--- src/rtl/assert_macros.svh ---
// Assertion macros shared by the RTL; define NO_ASSERTIONS to compile them out.
`ifndef ASSERT_MACROS_SVH
`define ASSERT_MACROS_SVH

`ifndef NO_ASSERTIONS

// Property must hold at every clock edge outside reset.
`define ASSERT_PROP(lbl, clk, rst_n, prop, msg) \
    lbl: assert property (@(posedge clk) disable iff (!rst_n) prop) else $error(msg);

// Condition must never be true outside reset.
`define ASSERT_NEVER(lbl, clk, rst_n, cond, msg) \
    lbl: assert property (@(posedge clk) disable iff (!rst_n) !(cond)) else $error(msg);

`else

`define ASSERT_PROP(lbl, clk, rst_n, prop, msg)
`define ASSERT_NEVER(lbl, clk, rst_n, cond, msg)

`endif

`endif

--- src/rtl/dwsm_pkg.sv ---
// Package: types and constants of the wheel speed meter.
`timescale 1ns / 1ps

package dwsm_pkg;

    localparam int NUM_LANES   = 2;
    localparam int TIMER_BITS  = 16;
    localparam int CNT_BITS    = 6;
    localparam int SPEED_BITS  = 16;
    localparam int SCALE_BITS  = 32;
    localparam int TOTAL_BITS  = CNT_BITS + TIMER_BITS;
    localparam int STEP_BITS   = $clog2(SCALE_BITS);
    localparam int FILT_BITS   = SPEED_BITS + 3;
    localparam int PROD_BITS   = 2 * FILT_BITS;
    localparam int RECIP_SHIFT = 21;
    // ceil(2^21 / 5): exact floor(x/5) for every x below 2^19
    localparam logic [FILT_BITS-1:0] RECIP5 = FILT_BITS'(419431);

    localparam int CFG_IDX_BITS  = 2;
    localparam int CFG_DATA_BITS = SCALE_BITS;

    localparam logic [SCALE_BITS-1:0] SCALE_RESET   = 32'd720000000;
    localparam logic [SPEED_BITS-1:0] LIMIT_RESET   = 16'd20000;
    localparam logic [CNT_BITS-1:0]   TIMEOUT_RESET = 6'd10;

    typedef enum logic [CFG_IDX_BITS-1:0] {
        REG_SPEED_SCALE       = 2'd0,
        REG_SPEED_LIMIT       = 2'd1,
        REG_TIMEOUT_OVERFLOWS = 2'd2
    } t_reg_idx;

    typedef enum logic {
        S_IDLE,
        S_BUSY
    } t_top_state;

    typedef enum logic [1:0] {
        L_IDLE,
        L_DIV,
        L_MUL,
        L_DONE
    } t_lane_state;

    typedef struct packed {
        logic [SCALE_BITS-1:0] scale;
        logic [SPEED_BITS-1:0] limit;
        logic [CNT_BITS-1:0]   timeout;
    } t_cfg;

    typedef struct packed {
        logic start;
        logic ack;
    } t_lane_ctl;

    typedef struct packed {
        logic                  fin;
        logic [SPEED_BITS-1:0] speed;
        logic                  updated;
    } t_lane_stat;

endpackage

--- src/rtl/dwsm_if.sv ---
// Handshake channel interfaces for interrupt items and speed results.
`timescale 1ns / 1ps

interface dwsm_in_if;
    logic        valid;
    logic        ready;
    logic        overflow_event;
    logic        left_capture_event;
    logic [15:0] left_capture_time;
    logic        right_capture_event;
    logic [15:0] right_capture_time;

    modport source (
        output valid, overflow_event, left_capture_event, left_capture_time,
               right_capture_event, right_capture_time,
        input  ready
    );
    modport sink (
        input  valid, overflow_event, left_capture_event, left_capture_time,
               right_capture_event, right_capture_time,
        output ready
    );
endinterface

interface dwsm_out_if;
    logic        valid;
    logic        ready;
    logic [15:0] left_speed;
    logic        left_updated;
    logic [15:0] right_speed;
    logic        right_updated;

    modport source (
        output valid, left_speed, left_updated, right_speed, right_updated,
        input  ready
    );
    modport sink (
        input  valid, left_speed, left_updated, right_speed, right_updated,
        output ready
    );
endinterface

--- src/rtl/dwsm_div.sv ---
// Restoring divider: one quotient bit per cycle.
`timescale 1ns / 1ps

module dwsm_div (
    input  logic                                i_clk,
    input  logic                                i_rst_n,
    input  logic                                i_start,
    input  logic [dwsm_pkg::SCALE_BITS-1:0]     i_dividend,
    input  logic [dwsm_pkg::TOTAL_BITS-1:0]     i_divisor,
    output logic                                o_done,
    output logic [dwsm_pkg::SCALE_BITS-1:0]     o_quot
);

    logic                                r_busy;
    logic                                r_done;
    logic [dwsm_pkg::STEP_BITS-1:0]      r_step;
    logic [dwsm_pkg::SCALE_BITS-1:0]     r_q;
    logic [dwsm_pkg::TOTAL_BITS-1:0]     r_rem;
    logic [dwsm_pkg::TOTAL_BITS-1:0]     r_div;

    logic [dwsm_pkg::TOTAL_BITS:0]       w_rem_sh;
    logic [dwsm_pkg::TOTAL_BITS:0]       w_diff;
    logic                                w_ge;
    logic [dwsm_pkg::TOTAL_BITS-1:0]     n_rem;

    always_comb begin
        w_rem_sh = {r_rem, r_q[dwsm_pkg::SCALE_BITS-1]};
        w_ge     = (w_rem_sh >= {1'b0, r_div});
        w_diff   = w_rem_sh - {1'b0, r_div};
        n_rem    = w_ge ? w_diff[dwsm_pkg::TOTAL_BITS-1:0]
                        : w_rem_sh[dwsm_pkg::TOTAL_BITS-1:0];
    end

    always_ff @(posedge i_clk) begin
        if (!i_rst_n) begin
            r_busy <= 1'b0;
            r_done <= 1'b0;
            r_step <= '0;
        end else begin
            r_done <= 1'b0;
            if (i_start) begin
                r_busy <= 1'b1;
                r_step <= '0;
            end else if (r_busy) begin
                r_step <= r_step + 1'b1;
                if (r_step == '1) begin
                    r_busy <= 1'b0;
                    r_done <= 1'b1;
                end
            end
        end
    end

    always_ff @(posedge i_clk) begin
        if (i_start) begin
            r_q   <= i_dividend;
            r_rem <= '0;
            r_div <= i_divisor;
        end else if (r_busy) begin
            r_q   <= {r_q[dwsm_pkg::SCALE_BITS-2:0], w_ge};
            r_rem <= n_rem;
        end
    end

    assign o_done = r_done;
    assign o_quot = r_q;

endmodule

--- src/rtl/dwsm_lane.sv ---
// One wheel lane: edge capture, period, speed division and IIR filter.
`timescale 1ns / 1ps

module dwsm_lane (
    input  logic                                i_clk,
    input  logic                                i_rst_n,
    input  dwsm_pkg::t_lane_ctl                 i_ctl,
    input  dwsm_pkg::t_cfg                      i_cfg,
    input  logic                                i_ovf,
    input  logic                                i_cap,
    input  logic [dwsm_pkg::TIMER_BITS-1:0]     i_time,
    output dwsm_pkg::t_lane_stat                o_stat
);

    dwsm_pkg::t_lane_state               r_state;
    dwsm_pkg::t_lane_state               n_state;

    logic                                r_armed;
    logic                                r_done;
    logic [dwsm_pkg::CNT_BITS-1:0]       r_cnt;
    logic [dwsm_pkg::TIMER_BITS-1:0]     r_per;
    logic [dwsm_pkg::SPEED_BITS-1:0]     r_filt;
    logic                                r_upd;
    logic [dwsm_pkg::PROD_BITS-1:0]      r_prod;

    logic                                e_armed;
    logic                                e_done;
    logic [dwsm_pkg::CNT_BITS-1:0]       e_cnt;
    logic [dwsm_pkg::TIMER_BITS-1:0]     e_per;

    logic [dwsm_pkg::TOTAL_BITS-1:0]     w_total;
    logic                                w_div_start;
    logic                                w_div_done;
    logic [dwsm_pkg::SCALE_BITS-1:0]     w_quot;
    logic                                w_accept;
    logic [dwsm_pkg::FILT_BITS-1:0]      w_blend;

    assign w_total = {r_cnt, r_per};

    // Event update for a lane that has no finished measurement
    always_comb begin
        e_armed = r_armed;
        e_done  = r_done;
        e_cnt   = r_cnt;
        e_per   = r_per;
        if (i_ovf && r_armed) begin
            if (r_cnt >= i_cfg.timeout) begin
                e_done = 1'b1;
                e_per  = '1;
            end else begin
                e_cnt = r_cnt + 1'b1;
            end
        end
        if (i_cap) begin
            if (r_armed) begin
                if ((i_time < e_per) && (e_cnt != '0)) begin
                    e_cnt = e_cnt - 1'b1;
                end
                e_per  = i_time - e_per;
                e_done = 1'b1;
            end else begin
                e_cnt   = '0;
                e_per   = i_time;
                e_armed = 1'b1;
            end
        end
    end

    assign w_accept = (w_quot < {{(dwsm_pkg::SCALE_BITS-dwsm_pkg::SPEED_BITS){1'b0}},
                                  i_cfg.limit});
    assign w_blend  = {1'b0, w_quot[dwsm_pkg::SPEED_BITS-1:0], 2'b00}
                    + {3'b000, r_filt};

    always_comb begin
        n_state = r_state;
        unique case (r_state)
            dwsm_pkg::L_IDLE: begin
                if (i_ctl.start) begin
                    n_state = (r_done && (w_total != '0)) ? dwsm_pkg::L_DIV
                                                           : dwsm_pkg::L_DONE;
                end
            end
            dwsm_pkg::L_DIV: begin
                if (w_div_done) begin
                    n_state = w_accept ? dwsm_pkg::L_MUL : dwsm_pkg::L_DONE;
                end
            end
            dwsm_pkg::L_MUL: begin
                n_state = dwsm_pkg::L_DONE;
            end
            dwsm_pkg::L_DONE: begin
                if (i_ctl.ack) begin
                    n_state = dwsm_pkg::L_IDLE;
                end
            end
            default: n_state = dwsm_pkg::L_IDLE;
        endcase
    end

    always_comb begin
        w_div_start    = (r_state == dwsm_pkg::L_IDLE) && i_ctl.start
                       && r_done && (w_total != '0);
        o_stat.fin     = (r_state == dwsm_pkg::L_DONE);
        o_stat.speed   = r_filt;
        o_stat.updated = r_upd;
    end

    always_ff @(posedge i_clk) begin
        if (!i_rst_n) begin
            r_state <= dwsm_pkg::L_IDLE;
            r_armed <= 1'b0;
            r_done  <= 1'b0;
            r_cnt   <= '0;
            r_per   <= '0;
            r_filt  <= '0;
            r_upd   <= 1'b0;
        end else begin
            r_state <= n_state;
            if ((r_state == dwsm_pkg::L_IDLE) && i_ctl.start) begin
                r_upd <= 1'b0;
                if (r_done) begin
                    // finished measurement is consumed, flags of this item ignored
                    r_armed <= 1'b0;
                    r_done  <= 1'b0;
                    r_cnt   <= '0;
                end else begin
                    r_armed <= e_armed;
                    r_done  <= e_done;
                    r_cnt   <= e_cnt;
                    r_per   <= e_per;
                end
            end
            if (r_state == dwsm_pkg::L_MUL) begin
                r_filt <= r_prod[dwsm_pkg::RECIP_SHIFT+dwsm_pkg::SPEED_BITS-1:
                                 dwsm_pkg::RECIP_SHIFT];
                r_upd  <= 1'b1;
            end
        end
    end

    // floor(x/5) by reciprocal multiply
    always_ff @(posedge i_clk) begin
        if ((r_state == dwsm_pkg::L_DIV) && w_div_done) begin
            r_prod <= w_blend * dwsm_pkg::RECIP5;
        end
    end

    dwsm_div u_div (
        .i_clk      (i_clk),
        .i_rst_n    (i_rst_n),
        .i_start    (w_div_start),
        .i_dividend (i_cfg.scale),
        .i_divisor  (w_total),
        .o_done     (w_div_done),
        .o_quot     (w_quot)
    );

endmodule

--- src/rtl/dual_wheel_period_speed_meter_unit.sv ---
// Top level: dual wheel speed meter with two parallel measurement lanes.
`timescale 1ns / 1ps
//
// Usage
//  - i_in carries one timer interrupt per transaction: the shared overflow flag
//    plus capture flag and 16-bit timestamp for each wheel.
//  - o_out returns exactly one transaction per input: both filtered speeds and
//    a flag per wheel saying whether that speed was rewritten on this item.
//  - i_cfg_we / i_cfg_idx / i_cfg_data write speed_scale (0), speed_limit (1)
//    and timeout_overflows (2); other indexes are ignored. Write only when idle.
// Timing
//  - One item in flight. Without a finished measurement the lanes go
//    straight to done and the result is loaded once the output register
//    is free. A speed calculation runs 32 restoring divider steps in each
//    lane, then the x/5 filter multiply, the filtered speed write, the load.
//  - Both lanes run side by side; the result is merged when both are finished.
// Reset
//  - Synchronous, active low. Lanes disarmed, speeds zero, registers at their
//    defaults. No clearing pass is needed.
// Back-pressure
//  - The result sits in an output register; a new item is accepted while it
//    waits. Finished lane results hold until the output register is free.
`include "assert_macros.svh"

module dual_wheel_period_speed_meter_unit (
    input  logic                                   i_clk,
    input  logic                                   i_rst_n,
    dwsm_in_if.sink                                i_in,
    dwsm_out_if.source                             o_out,
    input  logic                                   i_cfg_we,
    input  logic [dwsm_pkg::CFG_IDX_BITS-1:0]      i_cfg_idx,
    input  logic [dwsm_pkg::CFG_DATA_BITS-1:0]     i_cfg_data
);

    // ---------------- configuration registers ----------------
    dwsm_pkg::t_cfg r_cfg;

    always_ff @(posedge i_clk) begin
        if (!i_rst_n) begin
            r_cfg.scale   <= dwsm_pkg::SCALE_RESET;
            r_cfg.limit   <= dwsm_pkg::LIMIT_RESET;
            r_cfg.timeout <= dwsm_pkg::TIMEOUT_RESET;
        end else if (i_cfg_we) begin
            unique case (dwsm_pkg::t_reg_idx'(i_cfg_idx))
                dwsm_pkg::REG_SPEED_SCALE:
                    r_cfg.scale <= i_cfg_data;
                dwsm_pkg::REG_SPEED_LIMIT:
                    r_cfg.limit <= i_cfg_data[dwsm_pkg::SPEED_BITS-1:0];
                dwsm_pkg::REG_TIMEOUT_OVERFLOWS:
                    r_cfg.timeout <= i_cfg_data[dwsm_pkg::CNT_BITS-1:0];
                default: ;  // unused index: write dropped
            endcase
        end
    end

    // ---------------- sequencer ----------------
    dwsm_pkg::t_top_state r_state;
    dwsm_pkg::t_top_state n_state;

    logic                                  w_in_acc;
    logic                                  w_load;
    logic                                  w_all_fin;
    logic                                  w_any_fin;
    logic [dwsm_pkg::NUM_LANES-1:0]        w_fin;
    dwsm_pkg::t_lane_ctl                   w_ctl;
    dwsm_pkg::t_lane_stat                  w_stat [dwsm_pkg::NUM_LANES];

    logic                                  w_cap  [dwsm_pkg::NUM_LANES];
    logic [dwsm_pkg::TIMER_BITS-1:0]       w_time [dwsm_pkg::NUM_LANES];

    logic                                  r_out_valid;
    logic [dwsm_pkg::SPEED_BITS-1:0]       r_left_speed;
    logic                                  r_left_updated;
    logic [dwsm_pkg::SPEED_BITS-1:0]       r_right_speed;
    logic                                  r_right_updated;

    assign w_in_acc  = i_in.valid && i_in.ready;
    assign w_all_fin = &w_fin;
    assign w_any_fin = |w_fin;

    always_comb begin
        n_state = r_state;
        unique case (r_state)
            dwsm_pkg::S_IDLE: if (w_in_acc) n_state = dwsm_pkg::S_BUSY;
            dwsm_pkg::S_BUSY: if (w_load)   n_state = dwsm_pkg::S_IDLE;
            default:          n_state = dwsm_pkg::S_IDLE;
        endcase
    end

    always_comb begin
        i_in.ready = (r_state == dwsm_pkg::S_IDLE);
        w_load     = (r_state == dwsm_pkg::S_BUSY) && w_all_fin
                   && (!r_out_valid || o_out.ready);
        w_ctl.start = w_in_acc;
        w_ctl.ack   = w_load;
    end

    always_ff @(posedge i_clk) begin
        if (!i_rst_n) begin
            r_state <= dwsm_pkg::S_IDLE;
        end else begin
            r_state <= n_state;
        end
    end

    // ---------------- lanes: 0 = left, 1 = right ----------------
    assign w_cap[0]  = i_in.left_capture_event;
    assign w_time[0] = i_in.left_capture_time;
    assign w_cap[1]  = i_in.right_capture_event;
    assign w_time[1] = i_in.right_capture_time;

    for (genvar k = 0; k < dwsm_pkg::NUM_LANES; k++) begin : g_lane
        dwsm_lane u_lane (
            .i_clk   (i_clk),
            .i_rst_n (i_rst_n),
            .i_ctl   (w_ctl),
            .i_cfg   (r_cfg),
            .i_ovf   (i_in.overflow_event),
            .i_cap   (w_cap[k]),
            .i_time  (w_time[k]),
            .o_stat  (w_stat[k])
        );
        assign w_fin[k] = w_stat[k].fin;
    end

    // ---------------- merge into output register ----------------
    always_ff @(posedge i_clk) begin
        if (!i_rst_n) begin
            r_out_valid <= 1'b0;
        end else if (w_load) begin
            r_out_valid <= 1'b1;
        end else if (o_out.ready) begin
            r_out_valid <= 1'b0;
        end
    end

    always_ff @(posedge i_clk) begin
        if (w_load) begin
            r_left_speed    <= w_stat[0].speed;
            r_left_updated  <= w_stat[0].updated;
            r_right_speed   <= w_stat[1].speed;
            r_right_updated <= w_stat[1].updated;
        end
    end

    assign o_out.valid         = r_out_valid;
    assign o_out.left_speed    = r_left_speed;
    assign o_out.left_updated  = r_left_updated;
    assign o_out.right_speed   = r_right_speed;
    assign o_out.right_updated = r_right_updated;

    // ---------------- assertions ----------------
    `ASSERT_PROP(a_acc_busy, i_clk, i_rst_n, w_in_acc |=> (r_state == dwsm_pkg::S_BUSY), "accepted transaction did not start work")
    `ASSERT_PROP(a_load_fin, i_clk, i_rst_n, $rose(o_out.valid) |-> $past(w_all_fin), "result loaded before all lanes finished")
    `ASSERT_NEVER(a_idle_fin, i_clk, i_rst_n, (r_state == dwsm_pkg::S_IDLE) && w_any_fin, "lane holds a result while sequencer idle")

endmodule

--- src/flat_wrapper.sv ---
// flat-port wrapper written by rule: the top's interface ports become plain ports
module dual_wheel_period_speed_meter_unit_flat 
  (i_clk, i_rst_n, i_cfg_we, i_cfg_idx, i_cfg_data, i_in_valid, i_in_overflow_event, i_in_left_capture_event, i_in_left_capture_time, i_in_right_capture_event, i_in_right_capture_time, i_in_ready, o_out_valid, o_out_left_speed, o_out_left_updated, o_out_right_speed, o_out_right_updated, o_out_ready);
  dwsm_in_if i_in_i ();
  dwsm_out_if o_out_i ();
  input  logic i_clk;
  input  logic i_rst_n;
  input  logic i_cfg_we;
  input  logic [dwsm_pkg::CFG_IDX_BITS-1:0] i_cfg_idx;
  input  logic [dwsm_pkg::CFG_DATA_BITS-1:0] i_cfg_data;
  input wire logic [$bits(i_in_i.valid)-1:0] i_in_valid;
  input wire logic [$bits(i_in_i.overflow_event)-1:0] i_in_overflow_event;
  input wire logic [$bits(i_in_i.left_capture_event)-1:0] i_in_left_capture_event;
  input wire logic [$bits(i_in_i.left_capture_time)-1:0] i_in_left_capture_time;
  input wire logic [$bits(i_in_i.right_capture_event)-1:0] i_in_right_capture_event;
  input wire logic [$bits(i_in_i.right_capture_time)-1:0] i_in_right_capture_time;
  output wire logic [$bits(i_in_i.ready)-1:0] i_in_ready;
  output wire logic [$bits(o_out_i.valid)-1:0] o_out_valid;
  output wire logic [$bits(o_out_i.left_speed)-1:0] o_out_left_speed;
  output wire logic [$bits(o_out_i.left_updated)-1:0] o_out_left_updated;
  output wire logic [$bits(o_out_i.right_speed)-1:0] o_out_right_speed;
  output wire logic [$bits(o_out_i.right_updated)-1:0] o_out_right_updated;
  input wire logic [$bits(o_out_i.ready)-1:0] o_out_ready;
  assign i_in_i.valid = i_in_valid;
  assign i_in_i.overflow_event = i_in_overflow_event;
  assign i_in_i.left_capture_event = i_in_left_capture_event;
  assign i_in_i.left_capture_time = i_in_left_capture_time;
  assign i_in_i.right_capture_event = i_in_right_capture_event;
  assign i_in_i.right_capture_time = i_in_right_capture_time;
  assign i_in_ready = i_in_i.ready;
  assign o_out_valid = o_out_i.valid;
  assign o_out_left_speed = o_out_i.left_speed;
  assign o_out_left_updated = o_out_i.left_updated;
  assign o_out_right_speed = o_out_i.right_speed;
  assign o_out_right_updated = o_out_i.right_updated;
  assign o_out_i.ready = o_out_ready;
  dual_wheel_period_speed_meter_unit u_core (.i_clk(i_clk), .i_rst_n(i_rst_n), .i_in(i_in_i), .o_out(o_out_i), .i_cfg_we(i_cfg_we), .i_cfg_idx(i_cfg_idx), .i_cfg_data(i_cfg_data));
endmodule
--- config.mk ---
export PLATFORM = sky130hd
export DESIGN_NAME = dual_wheel_period_speed_meter_unit_flat
export DESIGN_NICKNAME = d
export VERILOG_FILES = /design/src/rtl/dwsm_pkg.sv /design/src/rtl/dwsm_if.sv /design/src/rtl/dwsm_div.sv /design/src/rtl/dwsm_lane.sv /design/src/rtl/dual_wheel_period_speed_meter_unit.sv /design/src/flat_wrapper.sv
export VERILOG_INCLUDE_DIRS = /design/src /design/src/rtl
export SDC_FILE = /design/constraint.sdc
export NUM_CORES = 2
export LEC_CHECK = 0
export ABC_AREA = 1
export ABC_CLOCK_PERIOD_IN_PS = 6700
export BUFFER_PORTS_ARGS = -buffer_cell sky130_fd_sc_hd__buf_2
export CAP_MARGIN = 0
export CORE_MARGIN = 5
export CORE_UTILIZATION = 35
export DETAILED_ROUTE_END_ITERATION = 16
export PLACE_DENSITY = 0.58
export SETUP_SLACK_MARGIN = 0.2
export SKIP_CTS_REPAIR_TIMING = 1
export SLEW_MARGIN = 20
export SYNTH_ARGS = -nofsm -noshare
export SYNTH_HDL_FRONTEND = slang
export SYNTH_HIERARCHICAL = 1
export SYNTH_SLANG_ARGS = --single-unit
export TNS_END_PERCENT = 20
--- constraint.sdc ---
create_clock -name i_clk -period 6.7 [get_ports i_clk]
set_clock_uncertainty 0.2 [all_clocks]
set_input_delay 0.335 -clock i_clk [delete_from_list [all_inputs] [get_ports i_clk]]
set_output_delay 0.335 -clock i_clk [all_outputs]
set_load 0.1 [all_outputs]
* After elaboration in Yosys (flattened, before gate mapping)
Index checks and enable logic that the tools add are counted.
** Word-level totals
- Register bits :: 416
- Output and inout port bits :: 36
- Bits of input ports :: 74
- Word-level logic and storage cells :: 196
** Cells by class
- Bitwise operators :: 6
- Order comparisons :: 8
- Reductions and logical operators :: 47
- Add/subtract/negate cells :: 12
- $mul :: 2
- Equal/unequal tests :: 16
- Muxes and demuxes :: 68
** Operators by type and width (number)
- 16-bit 2-to-1 mux :: 8
- 32-bit 2-to-1 mux :: 4
- 19-bit by 19-bit multiplier with 37-bit output (second input constant) :: 2
- 6-bit 2-to-1 mux :: 12
- 32-bit by 16-bit < comparator with 1-bit output :: 2
- 23-bit by 22-bit >= comparator with 1-bit output :: 2
- 22-bit 2-to-1 mux :: 2
- 22-bit nonzero test :: 2
- 22-bit subtractor :: 2
- 18-bit by 16-bit adder with 19-bit output :: 2
- 16-bit < comparator :: 2
- 1-bit 2-to-1 mux :: 32
- 16-bit subtractor :: 2
- 1-bit logical AND :: 17
- 2-bit one-hot mux with 4 select lines :: 2
- 2-bit AND reduction :: 8
- 2-bit 2-to-1 mux :: 7
- 2-bit nonzero test :: 7
- 6-bit by 1-bit adder with 6-bit output (second input constant) :: 2
- 6-bit >= comparator :: 2
- 2-bit by 1-bit != test with 1-bit output (second input constant) :: 6
- 6-bit nonzero test :: 2
- 6-bit by 1-bit subtractor with 6-bit output (second input constant) :: 2
- 5-bit by 1-bit adder with 5-bit output (second input constant) :: 2
- other kinds (11) :: 28

* Longest topological paths before layout
- Word-level depth :: 9
- Gate-level depth with buffers :: 33

* By module
Netlist, hierarchy kept.
** Modules (own cells, without submodules)
- dwsm_lane (u_core.g_lane[0].u_lane) :: instances 1, area each 11741.3 µm², cells an instance 1492
- dwsm_lane (u_core.g_lane[1].u_lane) :: instances 1, area each 11738.8 µm², cells an instance 1481
- dwsm_div :: instances 2, area each 5104.9 µm², cells an instance 689
- dual_wheel_period_speed_meter_unit :: instances 1, area each 3311.9 µm², cells an instance 365

* Worst setup path after synthesis
No wires, ideal clock.
- Path kind :: reg-to-reg
- Start point :: register u_core.g_lane[0].u_lane.u_div.r_q (netlist bit u_core/g_lane[0].u_lane/u_div/o_quot[0])
- End point :: register u_core/g_lane[0].u_lane/r_prod[29] in the netlist's numbering (data pin)
- Buffers on the path :: 0
- Required time :: 6.242 ns
- Period minus slack after synthesis :: 6.925 ns
- Stages on the path, launching flop included :: 32
- Setup slack :: -0.225 ns
- Arrival :: 6.467 ns
- Path through :: edfxtp_1 > ha_1 > inv_1 > fa_1 > o21ai_2 > nand2_1 > nand2_2 > nand2_2 > a21oi_4 > nand3_1 > nand2_1 > xnor2_1 > inv_1 > ha_1 > fa_1 > inv_1 > fa_1 > inv_1 > fa_1 > fa_1 > inv_1 > fa_1 > inv_1 > ha_1 > nand2_1 > nor2_1 > nand2_1 > o21ai_0 > a21boi_0 > o21ai_0 > a21oi_1 > xnor2_1
** Between the ends
- Word-level cells in the longest chain between the ends :: 2
** RTL lines
- from (decl) :: RTL line dwsm_div.sv:17 : logic [dwsm_pkg::SCALE_BITS-1:0] r_q;
- from (signal assigned) :: RTL line dwsm_div.sv:56 : r_q <= i_dividend;
- from (signal assigned) :: RTL line dwsm_div.sv:60 : r_q <= {r_q[dwsm_pkg::SCALE_BITS-2:0], w_ge};
- 18-bit by 16-bit adder with 19-bit output :: RTL line dwsm_lane.sv:72 : + {3'b000, r_filt};
- 19-bit by 19-bit multiplier with 37-bit output :: RTL line dwsm_lane.sv:144 : r_prod <= w_blend * dwsm_pkg::RECIP5;
- to (signal assigned) :: RTL line dwsm_lane.sv:144
- to (decl) :: RTL line dwsm_lane.sv:24 : logic [dwsm_pkg::PROD_BITS-1:0] r_prod;
No other way between the ends.
A chain may end at the register's enable or synchronous reset.

* Final worst setup path
- Start point :: register u_core.g_lane[1].u_lane.u_div.r_q (netlist bit u_core/g_lane[1].u_lane/u_div/o_quot[0])
- End point :: register u_core/g_lane[1].u_lane/r_prod[35] in the netlist's numbering (data pin)
** Between the ends
- Word-level cells in the longest chain between the ends :: 2
** RTL lines (RTL line)
- from (decl) :: dwsm_div.sv:17
- from (signal assigned) :: dwsm_div.sv:56
- from (signal assigned) :: dwsm_div.sv:60
- 18-bit by 16-bit adder with 19-bit output :: dwsm_lane.sv:72
- 19-bit by 19-bit multiplier with 37-bit output :: dwsm_lane.sv:144
- to (signal assigned) :: dwsm_lane.sv:144
- to (decl) :: dwsm_lane.sv:24
No other way between the ends.

==> results.md <==
- Distinct cells, synth: 58
- Syn nets: 5530
- NumNets Final: 5995
- Final Hold Viols: 0
- Final worst path period need: 6800 ps
- CP endpoint: u_core/g_lane[1].u_lane/r_prod[35]
- Initial antenna violation count: 2
- Drt initial violations: 2074
- Worst Path Max Fanout: 3
- Seq/Total Area, Yosys: 24.9%
- Syn Inst Count: 4716
- Critical path capture point type: register
- Via count: 31700
- IO Count: 110
- Worst setup startpoint: u_core/g_lane[1].u_lane/u_div/o_quot[0]
- Startpoint types: register
- Failing checks: setup timing
- Worst Path Required: 6900 ps
- Area Overhead vs Synth: 22.1%
- WHS: 2.44 ps
- RR Startpoint: u_core/g_lane[1].u_lane/u_div/o_quot[0]
- Die W: 335 um
- Clock Pin Slew Worst Setup and Hold Paths: 60 ps
- Yosys warnings: 6
- Core area: 105000 sq um
- RSZ-0062 raised after global routing: yes
- Worst setup path class: reg2reg
- DR pass1 iterations: 5
- Number of flops mapped to enable cells by yosys: 174
- GRT Overall Usage: 19.2%
- Reg2Reg Setup Slack: -100 ps
- DR vias/cell: 4.79
- Pre-CTS WS: -235 ps
- Worst Tran Pin Value: 971 ps
- CTS tree: done
- CTS H-tree depth: 2
- Reg2Reg Depth: 27
- First-pass GRT wire length: 172 mm
- R2r endpoint: u_core/g_lane[1].u_lane/r_prod[35]
- Detail Route Antenna Nets: 0
- Final worst-path cycle share: 101%
- Chip height: 335 um
- Number of global-route vias before repair: 30800
- Worst Hold Class: in2reg
- Max Clock Freq: 147 MHz
- Post-synthesis async set-or-reset flop share: 0%
- CTS sink count: 374
- Layout cell share with drive strength beyond 1: 16.5%
- Wire length per cell: 16.7 um
- Worst setup margin: -99.3 ps
- Relative slew slack: 35.3%
- MaxCap Viol Count: 0
- Crit path DAT: 7000 ps
- Outcome: finished, violations left
- Util after Layout: 43.0%
- Post-route DRC: 0
- RePlAce Congestion: 0.927
- Die ar.: 112000 sq um
- Synth Area per Inst: 7.85 sq um
- IO buf count: 109
- Post-DP HPWL: 88.6 mm
- Clock Latency Late Sink: 650 ps
- Starting density of the core: 35.2%
- Setup-failing EPs final: 7
- Seq cells post-synth: 374
- Num CTS Buffers: 48
- # rows: 119
- GR Overflow Total: 0
- Final max-slew violation count: 0
- Routed WL: 111 mm
- Min-Delay Startpoint: i_in_right_capture_time[0]
- Bufs on Longest Clock Path: 3
- Mapped Area: 37000 sq um
- Root buf cell: clkbuf_16
- Top_reg_cell synth: dfxtp_1
- Largest net degree at the start of global routing: 60
-- cells by family after synthesis --
kind of cell / count (synthesis) / synth area share (%)
simple gates: 1772 / 20.4
buf+inv: 1090 / 11.4
flops: 374 / 24.9
compound gates: 606 / 9.49
fa+ha+maj: 740 / 30.3
xor+xnor: 134 / 3.44
-- cells in the final DEF, fill, tap and decap left out, types with 10 or more instances in the layout --
cell | Yosys | final
dlygate4sd3_1 | 0 | 64
o21bai_1 | 20 | 19
xnor2_1 | 52 | 45
xnor2_2 | 3 | 10
buf_4 | 4 | 324
o211ai_1 | 23 | 23
nand2_4 | 6 | 11
fa_1 | 260 | 253
nor3_1 | 33 | 31
a21oi_4 | 1 | 11
nand3_1 | 200 | 194
nor2_2 | 11 | 22
a221oi_1 | 10 | 10
nor2_1 | 362 | 346
o21ai_1 | 16 | 32
inv_2 | 13 | 42
nand3b_1 | 33 | 33
a21oi_2 | 7 | 35
nand4_1 | 48 | 48
nor4_1 | 14 | 13
o21ai_0 | 180 | 150
a31oi_1 | 24 | 20
ha_4 | 0 | 54
clkinv_2 | 0 | 10
nand2_1 | 1004 | 982
clkbuf_16 | 0 | 48
nand2_2 | 23 | 40
o21ai_2 | 5 | 17
dfxtp_1 | 200 | 199
buf_2 | 18 | 108
o21a_1 | 12 | 12
ha_1 | 480 | 419
nor2_4 | 8 | 13
a21o_1 | 14 | 14
nand3_2 | 18 | 24
edfxtp_1 | 174 | 174
inv_1 | 980 | 950
xor2_1 | 72 | 65
a21oi_1 | 258 | 220
-- cell usage after synthesis (10+ instances only) --
cell type | count | area (sq um)
xnor2_1 | 52 | 455
ha_1 | 480 | 6010
a211oi_1 | 10 | 75.1
nand3b_1 | 33 | 248
nand4_1 | 48 | 300
nor2_1 | 362 | 1360
nor4_1 | 14 | 87.6
a221oi_1 | 10 | 87.6
inv_2 | 13 | 48.8
o21a_1 | 12 | 90.1
xor2_1 | 72 | 631
buf_2 | 18 | 90.1
edfxtp_1 | 174 | 5230
o211ai_1 | 23 | 173
nand2_2 | 23 | 144
nand2_1 | 1004 | 3770
fa_1 | 260 | 5200
a21oi_1 | 258 | 1290
o21ai_1 | 16 | 80.1
nor3_1 | 33 | 165
a21o_1 | 14 | 105
a31oi_1 | 24 | 150
clkbuf_1 | 50 | 188
inv_1 | 980 | 3680
nor2_2 | 11 | 68.8
nand3_2 | 18 | 180
o21ai_0 | 180 | 901
nand3_1 | 200 | 1000
dfxtp_1 | 200 | 4000
o21bai_1 | 20 | 150
-- cell type report --
cell class	count	area, sq um
inverter	1000	3760
sequential	374	9230
fill	10600	59900
antenna	3	7.51
clock buffer	56	1250
tap	1391	1740
multi-input combinational	3252	25000
clock inverter	34	484
timing repair buffer	505	3730
-- per-stage QoR --
step / TNS, ps / area (sq um) / cells
after floorplan: 0 / 37200 / 4716
after global placement: -2430 / 41400 / 6434
after detailed placement: -3800 / 41400 / 6434
after CTS: -5360 / 43100 / 6524
after global routing: -7070 / 45200 / 6613
final: -355 / 45200 / 6615
-- critical path: stages (launching register included) --
cell      delay [ps]
edfxtp_1         360
ha_2             200
inv_2             40
fa_2             380
o21ai_4          230
a21oi_4          100
o21ai_4          170
a21boi_4          90
o21ai_4          200
xor2_2           230
ha_4             240
buf_4            150
ha_1             280
inv_1             60
fa_1             490
inv_1             50
fa_1             490
fa_1             500
inv_1             50
fa_1             530
inv_1             40
ha_1             320
a21oi_1          250
o21a_1           230
o21bai_2         130
a221oi_1         270
nand2_1          110
xor2_1           150
-- sequential cells by signal (all words and copies together), names as in the netlist --
name	count
u_core/g_lane.u_lane/r_armed	2
u_core/g_lane.u_lane/r_cnt	12
u_core/g_lane.u_lane/r_done	2
u_core/g_lane.u_lane/r_filt	32
u_core/g_lane.u_lane/r_per	32
u_core/g_lane.u_lane/r_prod	32
u_core/g_lane.u_lane/r_state	4
u_core/g_lane.u_lane/r_upd	2
u_core/g_lane.u_lane/u_div/o_done	2
u_core/g_lane.u_lane/u_div/o_quot	64
u_core/g_lane.u_lane/u_div/r_busy	2
u_core/g_lane.u_lane/u_div/r_div	44
u_core/g_lane.u_lane/u_div/r_rem	44
u_core/g_lane.u_lane/u_div/r_step	10
u_core/o_out.left_speed	16
u_core/o_out.left_updated	1
u_core/o_out.right_speed	16
u_core/o_out.right_updated	1
u_core/o_out.valid	1
u_core/r_cfg	54
u_core/r_state	1
-- metal layers --
layer,vias up,track usage (%),wire [um]
met3,170,4.23,6940
met2,758,29.9,48200
met4,2,5.00,3200
met1,14800,27.2,52400
li1,15900,-,-
met5,-,0,13
-- worst min-delay path by stage --
stage	endpoint	slack, ps	cells after the start
4_1_cts	u_core/r_cfg[9]	-300	3
3_3_place_gp	u_core/g_lane[1].u_lane/u_div/r_div[0]	230	0
2_1_floorplan	u_core/g_lane[1].u_lane/u_div/r_div[0]	210	0
3_5_place_dp	u_core/g_lane[1].u_lane/u_div/r_div[0]	230	0
6_report	u_core/g_lane[1].u_lane/r_per[0]	2	3
5_1_grt	u_core/r_cfg[48]	1	5
Power is not shown: default switching activity piles up to over one toggle a cycle in this logic, so the estimate is an artifact.
